File: src/rtl/core/life_cellular_automaton_step_top_macros.svh
// assertion helpers used by the top-level rtl file
`ifndef LIFE_CELLULAR_AUTOMATON_STEP_TOP_MACROS_SVH
`define LIFE_CELLULAR_AUTOMATON_STEP_TOP_MACROS_SVH

// same-cycle implication, checked outside reset
`define LCA_ASSERT_NOW(label, clk, rst_n, ante, cons, msg) \
    label: assert property (@(posedge clk) disable iff (!rst_n) (ante) |-> (cons)) \
        else $error(msg);

// next-cycle implication, checked outside reset
`define LCA_ASSERT_NEXT(label, clk, rst_n, ante, cons, msg) \
    label: assert property (@(posedge clk) disable iff (!rst_n) (ante) |=> (cons)) \
        else $error(msg);

`endif

File: src/rtl/core/lca_pkg.sv
// ----------------------------------------------------------------------------
// lca_pkg
// shared types and constants of the life stencil block
// ----------------------------------------------------------------------------
`default_nettype none

package lca_pkg;

    // one column of the 3x3 window: top, middle, arriving row
    localparam int COL_BITS = 3;

    // configuration register fields
    localparam int PW_BITS    = 8;
    localparam int PH_BITS    = 13;
    localparam int CFG_DATA_W = 13;
    localparam int MIN_PADDED = 3;
    localparam int RESET_SIZE = 128;

    // register indexes on the configuration port
    localparam logic REG_PADDED_WIDTH  = 1'b0;
    localparam logic REG_PADDED_HEIGHT = 1'b1;

    // control of one window cell
    typedef struct packed {
        logic shift;
        logic clear;
    } t_cell_ctl;

endpackage

`default_nettype wire

File: src/rtl/core/lca_ram.sv
// ----------------------------------------------------------------------------
// lca_ram
// generic single-write, single-read ram with registered read data
// ----------------------------------------------------------------------------
`default_nettype none

module lca_ram #(
    parameter int WIDTH = 2,
    parameter int DEPTH = 128
) (
    input  wire logic                     i_clk,
    input  wire logic                     i_we,
    input  wire logic [$clog2(DEPTH)-1:0] i_waddr,
    input  wire logic [WIDTH-1:0]         i_wdata,
    input  wire logic                     i_re,
    input  wire logic [$clog2(DEPTH)-1:0] i_raddr,
    output logic      [WIDTH-1:0]         o_rdata
);

    logic [WIDTH-1:0] r_mem [DEPTH];
    logic [WIDTH-1:0] r_rdata;

    always_ff @(posedge i_clk) begin
        if (i_we) begin
            r_mem[i_waddr] <= i_wdata;
        end
        if (i_re) begin
            r_rdata <= r_mem[i_raddr];
        end
    end

    assign o_rdata = r_rdata;

endmodule

`default_nettype wire

File: src/rtl/core/lca_col_cell.sv
// ----------------------------------------------------------------------------
// lca_col_cell
// one column cell of the window chain, passes its column on each shift
// ----------------------------------------------------------------------------
`default_nettype none

module lca_col_cell (
    input  wire logic                           i_clk,
    input  wire logic                           i_rst_n,
    input  wire lca_pkg::t_cell_ctl             i_ctl,
    input  wire logic [lca_pkg::COL_BITS-1:0]   i_col,
    output logic      [lca_pkg::COL_BITS-1:0]   o_col
);

    import lca_pkg::*;

    logic [COL_BITS-1:0] r_col;
    logic [COL_BITS-1:0] n_col;

    always_comb begin
        n_col = r_col;
        if (i_ctl.clear) begin
            n_col = '0;
        end else if (i_ctl.shift) begin
            n_col = i_col;
        end
    end

    always_ff @(posedge i_clk) begin
        if (!i_rst_n) begin
            r_col <= '0;
        end else begin
            r_col <= n_col;
        end
    end

    assign o_col = r_col;

endmodule

`default_nettype wire

File: src/rtl/core/life_cellular_automaton_step_top.sv
// ----------------------------------------------------------------------------
// life_cellular_automaton_step_top
// one generation of conway's game of life (b3/s23) over a raster cell stream
// ----------------------------------------------------------------------------
// The block takes a padded grid one cell per transaction in raster order and
// returns the next state of every interior cell, again in raster order, with
// tlast on the final interior cell of the frame. Border rows and columns are
// halo supplied by the stream and give no result. It sustains one cell per
// clock while the output is not stalled: a cell waits in a read stage while
// its row store read completes, then the window logic (column shift, neighbour
// count, row store write-back) feeds an output register that presents the
// result. Stalls on the output side back up through tready with no
// bubble. Writing either size register restarts the frame; write
// configuration only while the block is idle. Row stores live in one
// two-bit-wide ram of MAX_WIDTH entries; no clearing pass is needed since
// only halo windows see unwritten entries.
// ----------------------------------------------------------------------------
`default_nettype none

`include "life_cellular_automaton_step_top_macros.svh"

module life_cellular_automaton_step_top #(
    parameter int MAX_WIDTH  = 128,
    parameter int MAX_HEIGHT = 4096
) (
    input  wire logic                             i_clk,
    input  wire logic                             i_rst_n,
    // configuration write port
    input  wire logic                             i_cfg_we,
    input  wire logic                             i_cfg_addr,
    input  wire logic [lca_pkg::CFG_DATA_W-1:0]   i_cfg_wdata,
    // cell stream in
    input  wire logic                             i_s_axis_tvalid,
    output logic                                  o_s_axis_tready,
    input  wire logic [7:0]                       i_s_axis_tdata,  // [0] cell_in
    // result stream out
    output logic                                  o_m_axis_tvalid,
    input  wire logic                             i_m_axis_tready,
    output logic      [7:0]                       o_m_axis_tdata,  // [0] new_cell
    output logic                                  o_m_axis_tlast   // frame_last
);

    import lca_pkg::*;

    localparam int COL_W    = $clog2(MAX_WIDTH);
    localparam int ROW_W    = $clog2(MAX_HEIGHT);
    localparam int WIDTH_W  = $clog2(MAX_WIDTH + 1);
    localparam int HEIGHT_W = $clog2(MAX_HEIGHT + 1);
    localparam int RST_W    = (RESET_SIZE > MAX_WIDTH)  ? MAX_WIDTH  : RESET_SIZE;
    localparam int RST_H    = (RESET_SIZE > MAX_HEIGHT) ? MAX_HEIGHT : RESET_SIZE;

    // ---------------------------------------------------------------- config
    // sizes are held already clamped to their legal ranges
    logic [WIDTH_W-1:0]  r_eff_w;
    logic [WIDTH_W-1:0]  n_eff_w;
    logic [HEIGHT_W-1:0] r_eff_h;
    logic [HEIGHT_W-1:0] n_eff_h;
    logic [PW_BITS-1:0]  cfg_w_raw;
    logic [PH_BITS-1:0]  cfg_h_raw;
    logic [WIDTH_W-1:0]  cfg_w_clamp;
    logic [HEIGHT_W-1:0] cfg_h_clamp;
    logic                cfg_restart;

    assign cfg_w_raw = i_cfg_wdata[PW_BITS-1:0];
    assign cfg_h_raw = i_cfg_wdata[PH_BITS-1:0];

    always_comb begin
        if (int'(cfg_w_raw) < MIN_PADDED) begin
            cfg_w_clamp = WIDTH_W'(MIN_PADDED);
        end else if (int'(cfg_w_raw) > MAX_WIDTH) begin
            cfg_w_clamp = WIDTH_W'(MAX_WIDTH);
        end else begin
            cfg_w_clamp = WIDTH_W'(cfg_w_raw);
        end
        if (int'(cfg_h_raw) < MIN_PADDED) begin
            cfg_h_clamp = HEIGHT_W'(MIN_PADDED);
        end else if (int'(cfg_h_raw) > MAX_HEIGHT) begin
            cfg_h_clamp = HEIGHT_W'(MAX_HEIGHT);
        end else begin
            cfg_h_clamp = HEIGHT_W'(cfg_h_raw);
        end
    end

    always_comb begin
        n_eff_w     = r_eff_w;
        n_eff_h     = r_eff_h;
        cfg_restart = 1'b0;
        if (i_cfg_we) begin
            case (i_cfg_addr)
                REG_PADDED_WIDTH: begin
                    n_eff_w     = cfg_w_clamp;
                    cfg_restart = 1'b1;
                end
                REG_PADDED_HEIGHT: begin
                    n_eff_h     = cfg_h_clamp;
                    cfg_restart = 1'b1;
                end
                default: begin
                    cfg_restart = 1'b0;
                end
            endcase
        end
    end

    // ------------------------------------------------------------- handshake
    logic in_acc;     // input transaction this cycle
    logic b_go;       // window stage takes the item from the read stage
    logic out_free;   // output register can take a new result
    logic r_a_valid;  // read stage holds an item
    logic n_a_valid;

    assign out_free        = !o_m_axis_tvalid || i_m_axis_tready;
    assign b_go            = r_a_valid && out_free;
    assign o_s_axis_tready = !r_a_valid || b_go;
    assign in_acc          = i_s_axis_tvalid && o_s_axis_tready;

    // -------------------------------------------------------- raster position
    logic [COL_W-1:0] r_col;
    logic [COL_W-1:0] n_col;
    logic [ROW_W-1:0] r_row;
    logic [ROW_W-1:0] n_row;
    logic             row_end;
    logic             frame_end;

    assign row_end   = (WIDTH_W'(r_col) + WIDTH_W'(1)) >= r_eff_w;
    assign frame_end = (HEIGHT_W'(r_row) + HEIGHT_W'(1)) >= r_eff_h;

    always_comb begin
        n_col = r_col;
        n_row = r_row;
        if (cfg_restart) begin
            n_col = '0;
            n_row = '0;
        end else if (in_acc) begin
            if (row_end) begin
                n_col = '0;
                n_row = frame_end ? '0 : r_row + ROW_W'(1);
            end else begin
                n_col = r_col + COL_W'(1);
            end
        end
    end

    // ------------------------------------------------------------ read stage
    // row store read issued on acceptance, data arrives with the stage
    logic             r_a_cell;
    logic [COL_W-1:0] r_a_col;
    logic             r_a_res;
    logic             r_a_last;

    always_comb begin
        n_a_valid = r_a_valid;
        if (in_acc) begin
            n_a_valid = 1'b1;
        end else if (b_go) begin
            n_a_valid = 1'b0;
        end
    end

    // ------------------------------------------------------------ row stores
    // bit 0 older row (two up), bit 1 newer row (one up)
    logic [1:0] ram_rdata;
    logic [1:0] ram_wdata;
    logic       up2;
    logic       up1;

    assign up2       = ram_rdata[0];
    assign up1       = ram_rdata[1];
    assign ram_wdata = {r_a_cell, up1};

    lca_ram #(
        .WIDTH (2),
        .DEPTH (MAX_WIDTH)
    ) u_row_ram (
        .i_clk   (i_clk),
        .i_we    (b_go),
        .i_waddr (r_a_col),
        .i_wdata (ram_wdata),
        .i_re    (in_acc),
        .i_raddr (r_col),
        .o_rdata (ram_rdata)
    );

    // ----------------------------------------------------------- window chain
    // arriving column feeds the newest cell, which feeds the middle cell
    t_cell_ctl           cell_ctl;
    logic [COL_BITS-1:0] col_new;
    logic [COL_BITS-1:0] col_q0;
    logic [COL_BITS-1:0] col_q1;
    logic [8:0]          win;

    assign cell_ctl = '{shift: b_go, clear: cfg_restart};
    assign col_new  = {r_a_cell, up1, up2};

    lca_col_cell u_cell_newest (
        .i_clk   (i_clk),
        .i_rst_n (i_rst_n),
        .i_ctl   (cell_ctl),
        .i_col   (col_new),
        .o_col   (col_q0)
    );

    lca_col_cell u_cell_middle (
        .i_clk   (i_clk),
        .i_rst_n (i_rst_n),
        .i_ctl   (cell_ctl),
        .i_col   (col_q0),
        .o_col   (col_q1)
    );

    // oldest column in the top bits, centre is the middle column's middle row
    assign win = {col_q1, col_q0, col_new};

    // ---------------------------------------------------------------- b3/s23
    logic       centre;
    logic [3:0] ones;
    logic [3:0] nbrs;
    logic       next_cell;

    assign centre = win[4];

    always_comb begin
        ones = '0;
        for (int k = 0; k < 9; k++) begin
            ones = ones + 4'(win[k]);
        end
    end

    assign nbrs = ones - 4'(centre);

    always_comb begin
        case (nbrs)
            4'd3:    next_cell = 1'b1;
            4'd2:    next_cell = centre;
            default: next_cell = 1'b0;
        endcase
    end

    // -------------------------------------------------------- output register
    logic r_out_valid;
    logic n_out_valid;
    logic r_out_cell;
    logic r_out_last;

    always_comb begin
        n_out_valid = r_out_valid;
        if (b_go) begin
            n_out_valid = r_a_res;
        end else if (i_m_axis_tready) begin
            n_out_valid = 1'b0;
        end
    end

    // ------------------------------------------------------------- registers
    always_ff @(posedge i_clk) begin
        if (!i_rst_n) begin
            r_eff_w     <= WIDTH_W'(RST_W);
            r_eff_h     <= HEIGHT_W'(RST_H);
            r_col       <= '0;
            r_row       <= '0;
            r_a_valid   <= 1'b0;
            r_out_valid <= 1'b0;
        end else begin
            r_eff_w     <= n_eff_w;
            r_eff_h     <= n_eff_h;
            r_col       <= n_col;
            r_row       <= n_row;
            r_a_valid   <= n_a_valid;
            r_out_valid <= n_out_valid;
        end
    end

    // payload, no reset
    always_ff @(posedge i_clk) begin
        if (in_acc) begin
            r_a_cell <= i_s_axis_tdata[0];
            r_a_col  <= r_col;
            r_a_res  <= (int'(r_row) >= 2) && (int'(r_col) >= 2);
            r_a_last <= row_end && frame_end;
        end
        if (b_go) begin
            r_out_cell <= next_cell;
            r_out_last <= r_a_last;
        end
    end

    assign o_m_axis_tvalid = r_out_valid;
    assign o_m_axis_tdata  = {7'b0, r_out_cell};
    assign o_m_axis_tlast  = r_out_last;

    // ------------------------------------------------------------- assertions
    // a waiting item in the read stage is never dropped
    `LCA_ASSERT_NEXT(a_read_stage_holds, i_clk, i_rst_n, r_a_valid && !b_go, r_a_valid, "read stage item lost")
    // an interior item moving on always lands in the output register
    `LCA_ASSERT_NEXT(a_result_lands, i_clk, i_rst_n, b_go && r_a_res, r_out_valid, "result not registered")
    // column position stays inside the padded row
    `LCA_ASSERT_NOW(a_col_in_row, i_clk, i_rst_n, 1'b1, WIDTH_W'(r_col) < r_eff_w, "column beyond row")
    // a pending result is never overwritten while the sink stalls
    `LCA_ASSERT_NOW(a_no_overwrite, i_clk, i_rst_n, r_out_valid && !i_m_axis_tready, !b_go, "result overwritten")

endmodule

`default_nettype wire
File: config.mk
export PLATFORM = sky130hd
export DESIGN_NAME = life_cellular_automaton_step_top
export DESIGN_NICKNAME = d
export VERILOG_FILES = /design/src/rtl/core/lca_pkg.sv /design/src/rtl/core/lca_ram.sv /design/src/rtl/core/lca_col_cell.sv /design/src/rtl/core/life_cellular_automaton_step_top.sv
export VERILOG_INCLUDE_DIRS = /design/src /design/src/rtl/core
export SDC_FILE = /design/constraint.sdc
export NUM_CORES = 1
export LEC_CHECK = 0
export ABC_AREA = 1
export BUFFER_PORTS_ARGS = -buffer_cell sky130_fd_sc_hd__buf_2
export CAP_MARGIN = 20
export CELL_PAD_IN_SITES_DETAIL_PLACEMENT = 0
export CELL_PAD_IN_SITES_GLOBAL_PLACEMENT = 1
export CORE_MARGIN = 4
export CORE_UTILIZATION = 49
export CTS_CLUSTER_DIAMETER = 80
export DETAILED_ROUTE_END_ITERATION = 10
export PLACE_DENSITY_LB_ADDON = 0.1
export REMOVE_ABC_BUFFERS = 1
export SETUP_SLACK_MARGIN = 0.05
export SYNTH_ARGS = -nofsm -noshare
export SYNTH_HDL_FRONTEND = slang
export SYNTH_SLANG_ARGS = --single-unit
File: constraint.sdc
create_clock -name i_clk -period 4.9 [get_ports i_clk]
set_input_delay 0.98 -clock i_clk [delete_from_list [all_inputs] [get_ports i_clk]]
set_output_delay 0.98 -clock i_clk [all_outputs]
set_load 0.02 [all_outputs]
==> results.toml, run 1 <==
[global_routing]
grt-ovfl-total = 0
use_met2 = 0.354
top_usage_layer = "met2"
first_global_vias = 10300
use_met1 = 0.284
use_met3 = 0.0332
grtUsageTotal = 0.207
grt_pass1_wl_um = 54900
antenna_found_initial = 0
grt_max_degree = 127

[pwr]
max-vdd-ir-drop_mv = 0.302
p_per_area_nw_per_um2 = 363
leakagePower_uw = 0.00663

[flow_run]
maxCapViolCount = 0

[yosys]
syn_area_um2 = 15100
synth_area_leader_cell = "edfxtp_1"
synth-seq-cells = 318
ys_seq_area_frac = 0.600
netlist_top_cells_area = "edfxtp_1 54%, nand2_1 11%, nor2_1 7.3%"
postSynthCellCount = 1654
ys_types = 39
netlist.area_leader.share = 0.536
yosys_warnings = 0
avgSynthCellArea_um2 = 9.14

[timing]
finClkSkew_ns = 0.00697
timing.fmax_mhz = 294
setup_viol = 0
worst-slew-pin-transition_ns = 1.09
finalCritPeriodShare = 0.695
slew_violations = 0
relSlewSlack = 0.272
postLayoutSetupSlackWorst_ns = 1.49
period_minus_slack_ns = 3.41
rsz0062_at_grt = "no"
finalHoldViolations = 0

[final_layout]
drive_gt1_frac = 0.0642
syn_to_final_growth_pct = 9.52
layoutNonFillerInstCount = 2077
final_nets = 1718
diodes = 0
utilization = 0.543
fillerInstances = 2822

[floorplan]
die_area_um2 = 33700
die_w_um = 184
die_height_um = 184
core_area_um2 = 30500
ioPinCount = 38
start_util = 0.496
rows = 64

[route]
vias = 10600
drt_wl_total_um = 34300
drt_pass1_iterations = 5
wl_per_cell_um = 16.5
initialDrtViolationCount = 667
ant_nets = 0
drcViolationCount = 0
viasPerCell = 5.09

[clock_tree]
cts_sinks = 318
postCtsSetupRepairBufs = 0
clk_pin_slew_worst_paths_ns = 0.06
htreeDepth = 2
cts_hold_buffers = 0
tritoncts = "built"
clk_latency_ns = 0.50
cts_max_path_buffers = 3
numCtsBuffers = 36
cts.repair.resized = 0
cts_root_buf = "clkbuf_16"

[placement]
place.detailed.hpwl_um = 20600
gp_congestion = 0.813
pre_cts_ws_ns = 1.51
place_inst = 2015
port_buffers = 23

[critical_path]
crit_type = "flop to flop"
crit_path_max_fanout = 31
critPathRequiredTime_ns = 5.34
cp-end-kind = "flop"
reg2reg_slack_ns = 1.49
cp.arrival_ns = 3.85
worstSetupStartpointType = "flop"

[worst_hold_path]
hold_path.class = "flop to flop"

[run_status]
outcome = "completed"
==> path summary, 6_finish.rpt <==
kind              cells after the start  startpoint             end
setup / recovery                     15    r_col[1]        r_row[0]
setup reg to reg                     15    r_col[1]        r_row[0]
hold reg to reg                       0    r_a_last  o_m_axis_tlast
hold / removal                        0    r_a_last  o_m_axis_tlast
==> area by class of cell <==
cell class / count / area [µm²] / share of cell area
Clock buffer: 46 / 990 / 0.0598
Tap cell: 396 / 495 / 0.0299
Sequential cell: 318 / 9070 / 0.548
Clock inverter: 16 / 154 / 0.00929
Timing Repair Buffer: 37 / 233 / 0.0141
Inverter: 198 / 746 / 0.0450
Multi-Input combinational cell: 1066 / 4870 / 0.294
==> logic make-up (layout without fill, tap and decap cells) <==
logic type / after synthesis / count (layout) / share of synthesized area
AOI/OAI and AO/OA: 129 / 129 / 0.0463
buffers and inverters: 276 / 297 / 0.0798
DFF: 318 / 318 / 0.600
other: 1 / 7 / 0.000248
adders and majority gates: 34 / 34 / 0.0311
xor gates and xnor gates: 14 / 14 / 0.00861
and+or+nand+nor: 882 / 882 / 0.234
==> per-stage QoR <==
step	hold WS, ns	setup TNS [ns]	cell area, µm²	power (µW)
final	0.425	0	16600	6000
after detailed placement	0.412	0	15400	3470
after floorplan	0.400	-9.41	14700	3330
after global routing	0.458	0	16600	6240
after CTS	0.426	0	16600	6060
after global placement	0.408	0	15400	3460
==> report_power, final <==
part	switching, µW	internal, µW
clock network	1020	1580
registers	22.7	2980
logic	295	109
==> state kept, by name (all words and copies together) (netlist names), 2 cells and up <==
| name | flops |
|---|---|
| u_row_ram.r_mem | 256 |
| r_a_col | 7 |
| u_cell_middle.o_col | 3 |
| u_row_ram.o_rdata | 2 |
| r_eff_w | 8 |
| u_cell_newest.o_col | 3 |
| r_eff_h | 13 |
| r_col | 7 |
| r_row | 12 |
==> cells in the final DEF (no fill, tap or decap), types with 2 or more instances in the layout <==
cell       count
nand2_1      438
nor2_1       296
edfxtp_1     270
inv_1        192
nand3_1      117
o21ai_0       50
dfxtp_1       46
a21oi_1       39
clkbuf_16     37
ha_1          28
buf_2         23
o21ai_1       19
buf_4         13
nor3_1        12
a211oi_1      11
xor2_1        10
clkinv_2       9
conb_1         7
fa_1           6
clkbuf_1       6
clkinv_1       5
nand4_1        5
nor4_1         5
inv_2          3
nor2_2         3
xnor2_1        3
a31oi_1        3
bufinv_16      3
clkbuf_8       3
nor2_4         2
nand3_2        2
o211ai_1       2
==> synthesized netlist by cell type <==
| cell type | n |
|---|---|
| edfxtp_1 | 270 |
| o21ai_0 | 50 |
| nand2_2 | 1 |
| nor2_1 | 296 |
| nand2_1 | 438 |
| nor2_2 | 3 |
| a22oi_1 | 1 |
| conb_1 | 1 |
| buf_6 | 9 |
| buf_4 | 12 |
| inv_4 | 1 |
| o211ai_1 | 2 |
| buf_2 | 44 |
| nor3_1 | 12 |
| nor3_2 | 1 |
| xor2_1 | 10 |
| xor2_2 | 1 |
| o21a_1 | 1 |
| a211oi_1 | 11 |
| inv_2 | 3 |
| xnor2_1 | 3 |
| clkinv_1 | 2 |
| nor4_1 | 5 |
| dfxtp_1 | 48 |
| a31oi_1 | 3 |
| fa_1 | 6 |
| o21ai_1 | 19 |
| nand4_1 | 5 |
| buf_1 | 2 |
| a211oi_2 | 1 |
| a21oi_2 | 1 |
| clkbuf_1 | 11 |
| a21boi_1 | 1 |
| nor2_4 | 2 |
| a21oi_1 | 39 |
| inv_1 | 192 |
| nand3_1 | 117 |
| nand3_2 | 2 |
| ha_1 | 28 |
==> critical path, cell delays in order, from the launching register on <==
cell and delay (ns):
dfxtp_2 0.81, ha_1 0.31, nand2_1 0.06, clkinv_1 0.09, nand2_1 0.09, nor3_2 0.18
xor2_1 0.28, ha_1 0.17, nand2_1 0.06, nor2_1 0.14, nand4_1 0.09, nand3_1 0.13
nand2_1 0.10, inv_1 0.53, nand3_1 0.13, a21oi_1 0.16
==> per-layer routing <==
layer  vias to the layer above  wire length [µm]  part of all wire
li1                       5342                 -                 -
met1                      4984             15600              0.46
met2                       210             16400              0.48
met3                        41              1670             0.049
met4                         0               521             0.015
met5                         -                 0                 0
Note: power is estimated with default switching activity, not from simulation.
==> run 2: changes to the inputs <==
ABC_AREA = 0   (was 1)
CORE_UTILIZATION = 47   (was 49)
clock period = 2.94 ns   (was 4.9 ns; I/O delays follow)
==> results.toml, run 2 <==
[critical_path]
crit_type = "flop to flop"
cpMaxStageDelayCell = "fa_1"
worst-path-stages = 7
slowest_delay_ns = 0.49
cp_cell_sequence = "fa_1 > fa_1 > inv_1 > fa_1 > fa_2 > fa_1 > a2111oi_2"
crit_path_max_fanout = 2
path_delay_family = "adder cells"
worstSetupStartpointType = "flop"
crit_top_cell = "fa_1"
reg2reg_slack_ns = -0.22
r2r_cells = 7
crit_start = "u_cell_newest.o_col[0]"
crit_buf_inv = 1
critPathRequiredTime_ns = 3.26
timing.rr.start = "u_cell_newest.o_col[0]"
cp.arrival_ns = 3.48
cp-end-kind = "flop"

[global_routing]
grt_max_degree = 98
grtUsageTotal = 0.195
grt-ovfl-total = 0
antenna_found_initial = 0
first_global_vias = 8755
grt_pass1_wl_um = 50200

[final_layout]
final_common_cell = "edfxtp_1"
drive_gt1_frac = 0.210
diodes = 0
largest_reg_flops = 256
regMostFlops = "u_row_ram.r_mem"
fillerInstances = 2506
final_nets = 1157
reg.largest.list = "u_row_ram.r_mem x256, r_eff_h x13, r_row x12"
seq_area_um2 = 9080
multi_input_area_um2 = 4800
syn_to_final_growth_pct = 14.6
mostFrequentLayoutCells = "270 x edfxtp_1, 149 x nor2_1, 77 x nand2_1, 60 x mux4_2, 46 x inv_1"

[yosys]
ys.flop_type = "edfxtp_1"
syn_area_um2 = 14200
postSynthCellCount = 1044
yosys_warnings = 0
ys_types = 55
synth-seq-cells = 318
synth_area_leader_cell = "edfxtp_1"
async_flop_share = 0
ys_seq_area_frac = 0.640
yosysMostFrequentCell = "edfxtp_1"
avgSynthCellArea_um2 = 13.6
synthTopCellsByCount = "270 x edfxtp_1, 153 x nor2_1, 77 x nand2_1"
synth_enable_flop_cells = 270
netlist_top_cells_area = "edfxtp_1 57%, mux4_2 9.5%, dfxtp_1 6.8%"
netlist.area_leader.share = 0.572

[pwr]
max-vdd-ir-drop_mv = 0.491
leakagePower_uw = 0.00522
power_uw = 9540
p_per_area_nw_per_um2 = 588

[clock_tree]
cts_sinks = 318
tritoncts = "built"
cts_hold_buffers = 0
cts_root_buf = "clkbuf_16"
htreeDepth = 2
cts_max_path_buffers = 3
clk_latency_ns = 0.52
numCtsBuffers = 36
clk_pin_slew_worst_paths_ns = 0.06

[floorplan]
start_util = 0.477
core_area_um2 = 29700
die_w_um = 182
die_height_um = 182
die_area_um2 = 33000
rows = 63
ioPinCount = 38

[timing]
fin_setup_tns_ns = -0.224
rsz0062_at_grt = "yes"
worst-slew-pin-transition_ns = 0.966
postLayoutSetupSlackWorst_ns = -0.224
relSlewSlack = 0.356
slew_violations = 0
setup_viol = 1
period_minus_slack_ns = 3.16
timing.fmax_mhz = 316
finalHoldViolations = 0
finalCritPeriodShare = 1.08
finClkSkew_ns = 0.0172

[route]
drt_wl_total_um = 32200
viasPerCell = 5.61
drt_pass1_iterations = 5
vias = 8489
initialDrtViolationCount = 559
drcViolationCount = 0
wl_per_cell_um = 21.3
ant_nets = 0

[placement]
place.detailed.hpwl_um = 19600
port_buffers = 23
pre_cts_ws_ns = -0.317
gp_congestion = 0.784

[run_status]
outcome = "finished, violations left"
violations = "negative setup slack"

[flow_run]
maxCapViolCount = 0

[worst_hold_path]
holdPathStages = 1
hold_path.class = "primary input to flop"
hp-start = "i_s_axis_tdata[0]"
[run 2: cell types whose count changed after synthesis, moves of 19 or more]
cell	change
nand3_1	-79
o21ai_0	-41
o21ai_1	-19
inv_1	-146
clkbuf_1	+28
nor2_1	-143
nand2_1	-361
buf_2	-29
mux4_2	+60
nor2b_1	+29
[run 2: where the power goes]
part | switching, µW | leakage (µW) | internal (µW)
sequential | 21.0 | 0.00283 | 4910
clock | 1770 | 0.000536 | 2430
combinational | 260 | 0.00185 | 147
total | 2050 | 0.00522 | 7490
[run 2: final cells by class]
type / instances / area share
Clock buffer: 45 / 0.0595
Clock inverter: 20 / 0.00817
Inverter: 47 / 0.0109
Multi-Input combinational cell: 618 / 0.296
Sequential cell: 318 / 0.560
Tap cell: 390 / 0.0301
Timing Repair Buffer: 75 / 0.0361
[run 2: cells by family (layout without fill, tap and decap cells)]
| group | count (synthesis) | after routing | synth area share |
|---|---|---|---|
| XOR/XNOR | 17 | 17 | 0.0105 |
| other | 1 | 7 | 0.000265 |
| AO/OA/AOI/OAI | 103 | 103 | 0.0458 |
| AND/OR/NAND/NOR | 373 | 373 | 0.123 |
| flip-flops | 318 | 318 | 0.640 |
| buffers and inverters | 114 | 187 | 0.0339 |
| multiplexers | 84 | 84 | 0.113 |
| adder cells (fa/ha/maj) | 34 | 34 | 0.0332 |
[run 2: per-layer routing]
metal	global-route usage	wire length [µm]	up-vias
met5	0	0	-
met3	0.0278	1270	49
met4	0.0519	727	0
met1	0.269	14200	4305
li1	-	-	3970
met2	0.328	15900	165
[run 2: path summary, 6_finish.rpt]
check / to
worst max-delay path: r_out_cell
worst min-delay path: r_a_cell
worst max register to register: r_out_cell
worst min register to register: o_m_axis_tlast
[run 2: timing repair]
item / CTS / global route
setup buffers: 0 / 5
cloned: 0 / 2
pin swaps: 0 / 22
setup endpoints to repair: 1 / 14
gates resized for setup: 3 / 42
[run 2: per-stage QoR]
stage / cell area, µm² / cells / util / hold slack, ns
floorplan: 13900 / 983 / - / 0.400
global placement: 14900 / 1441 / 0.501 / 0.418
detailed placement: 14900 / 1441 / 0.501 / 0.422
CTS: 16000 / 1506 / 0.539 / 0.241
global route: 16200 / 1513 / 0.546 / 0.247
finish: 16200 / 1513 / 0.546 / 0.256
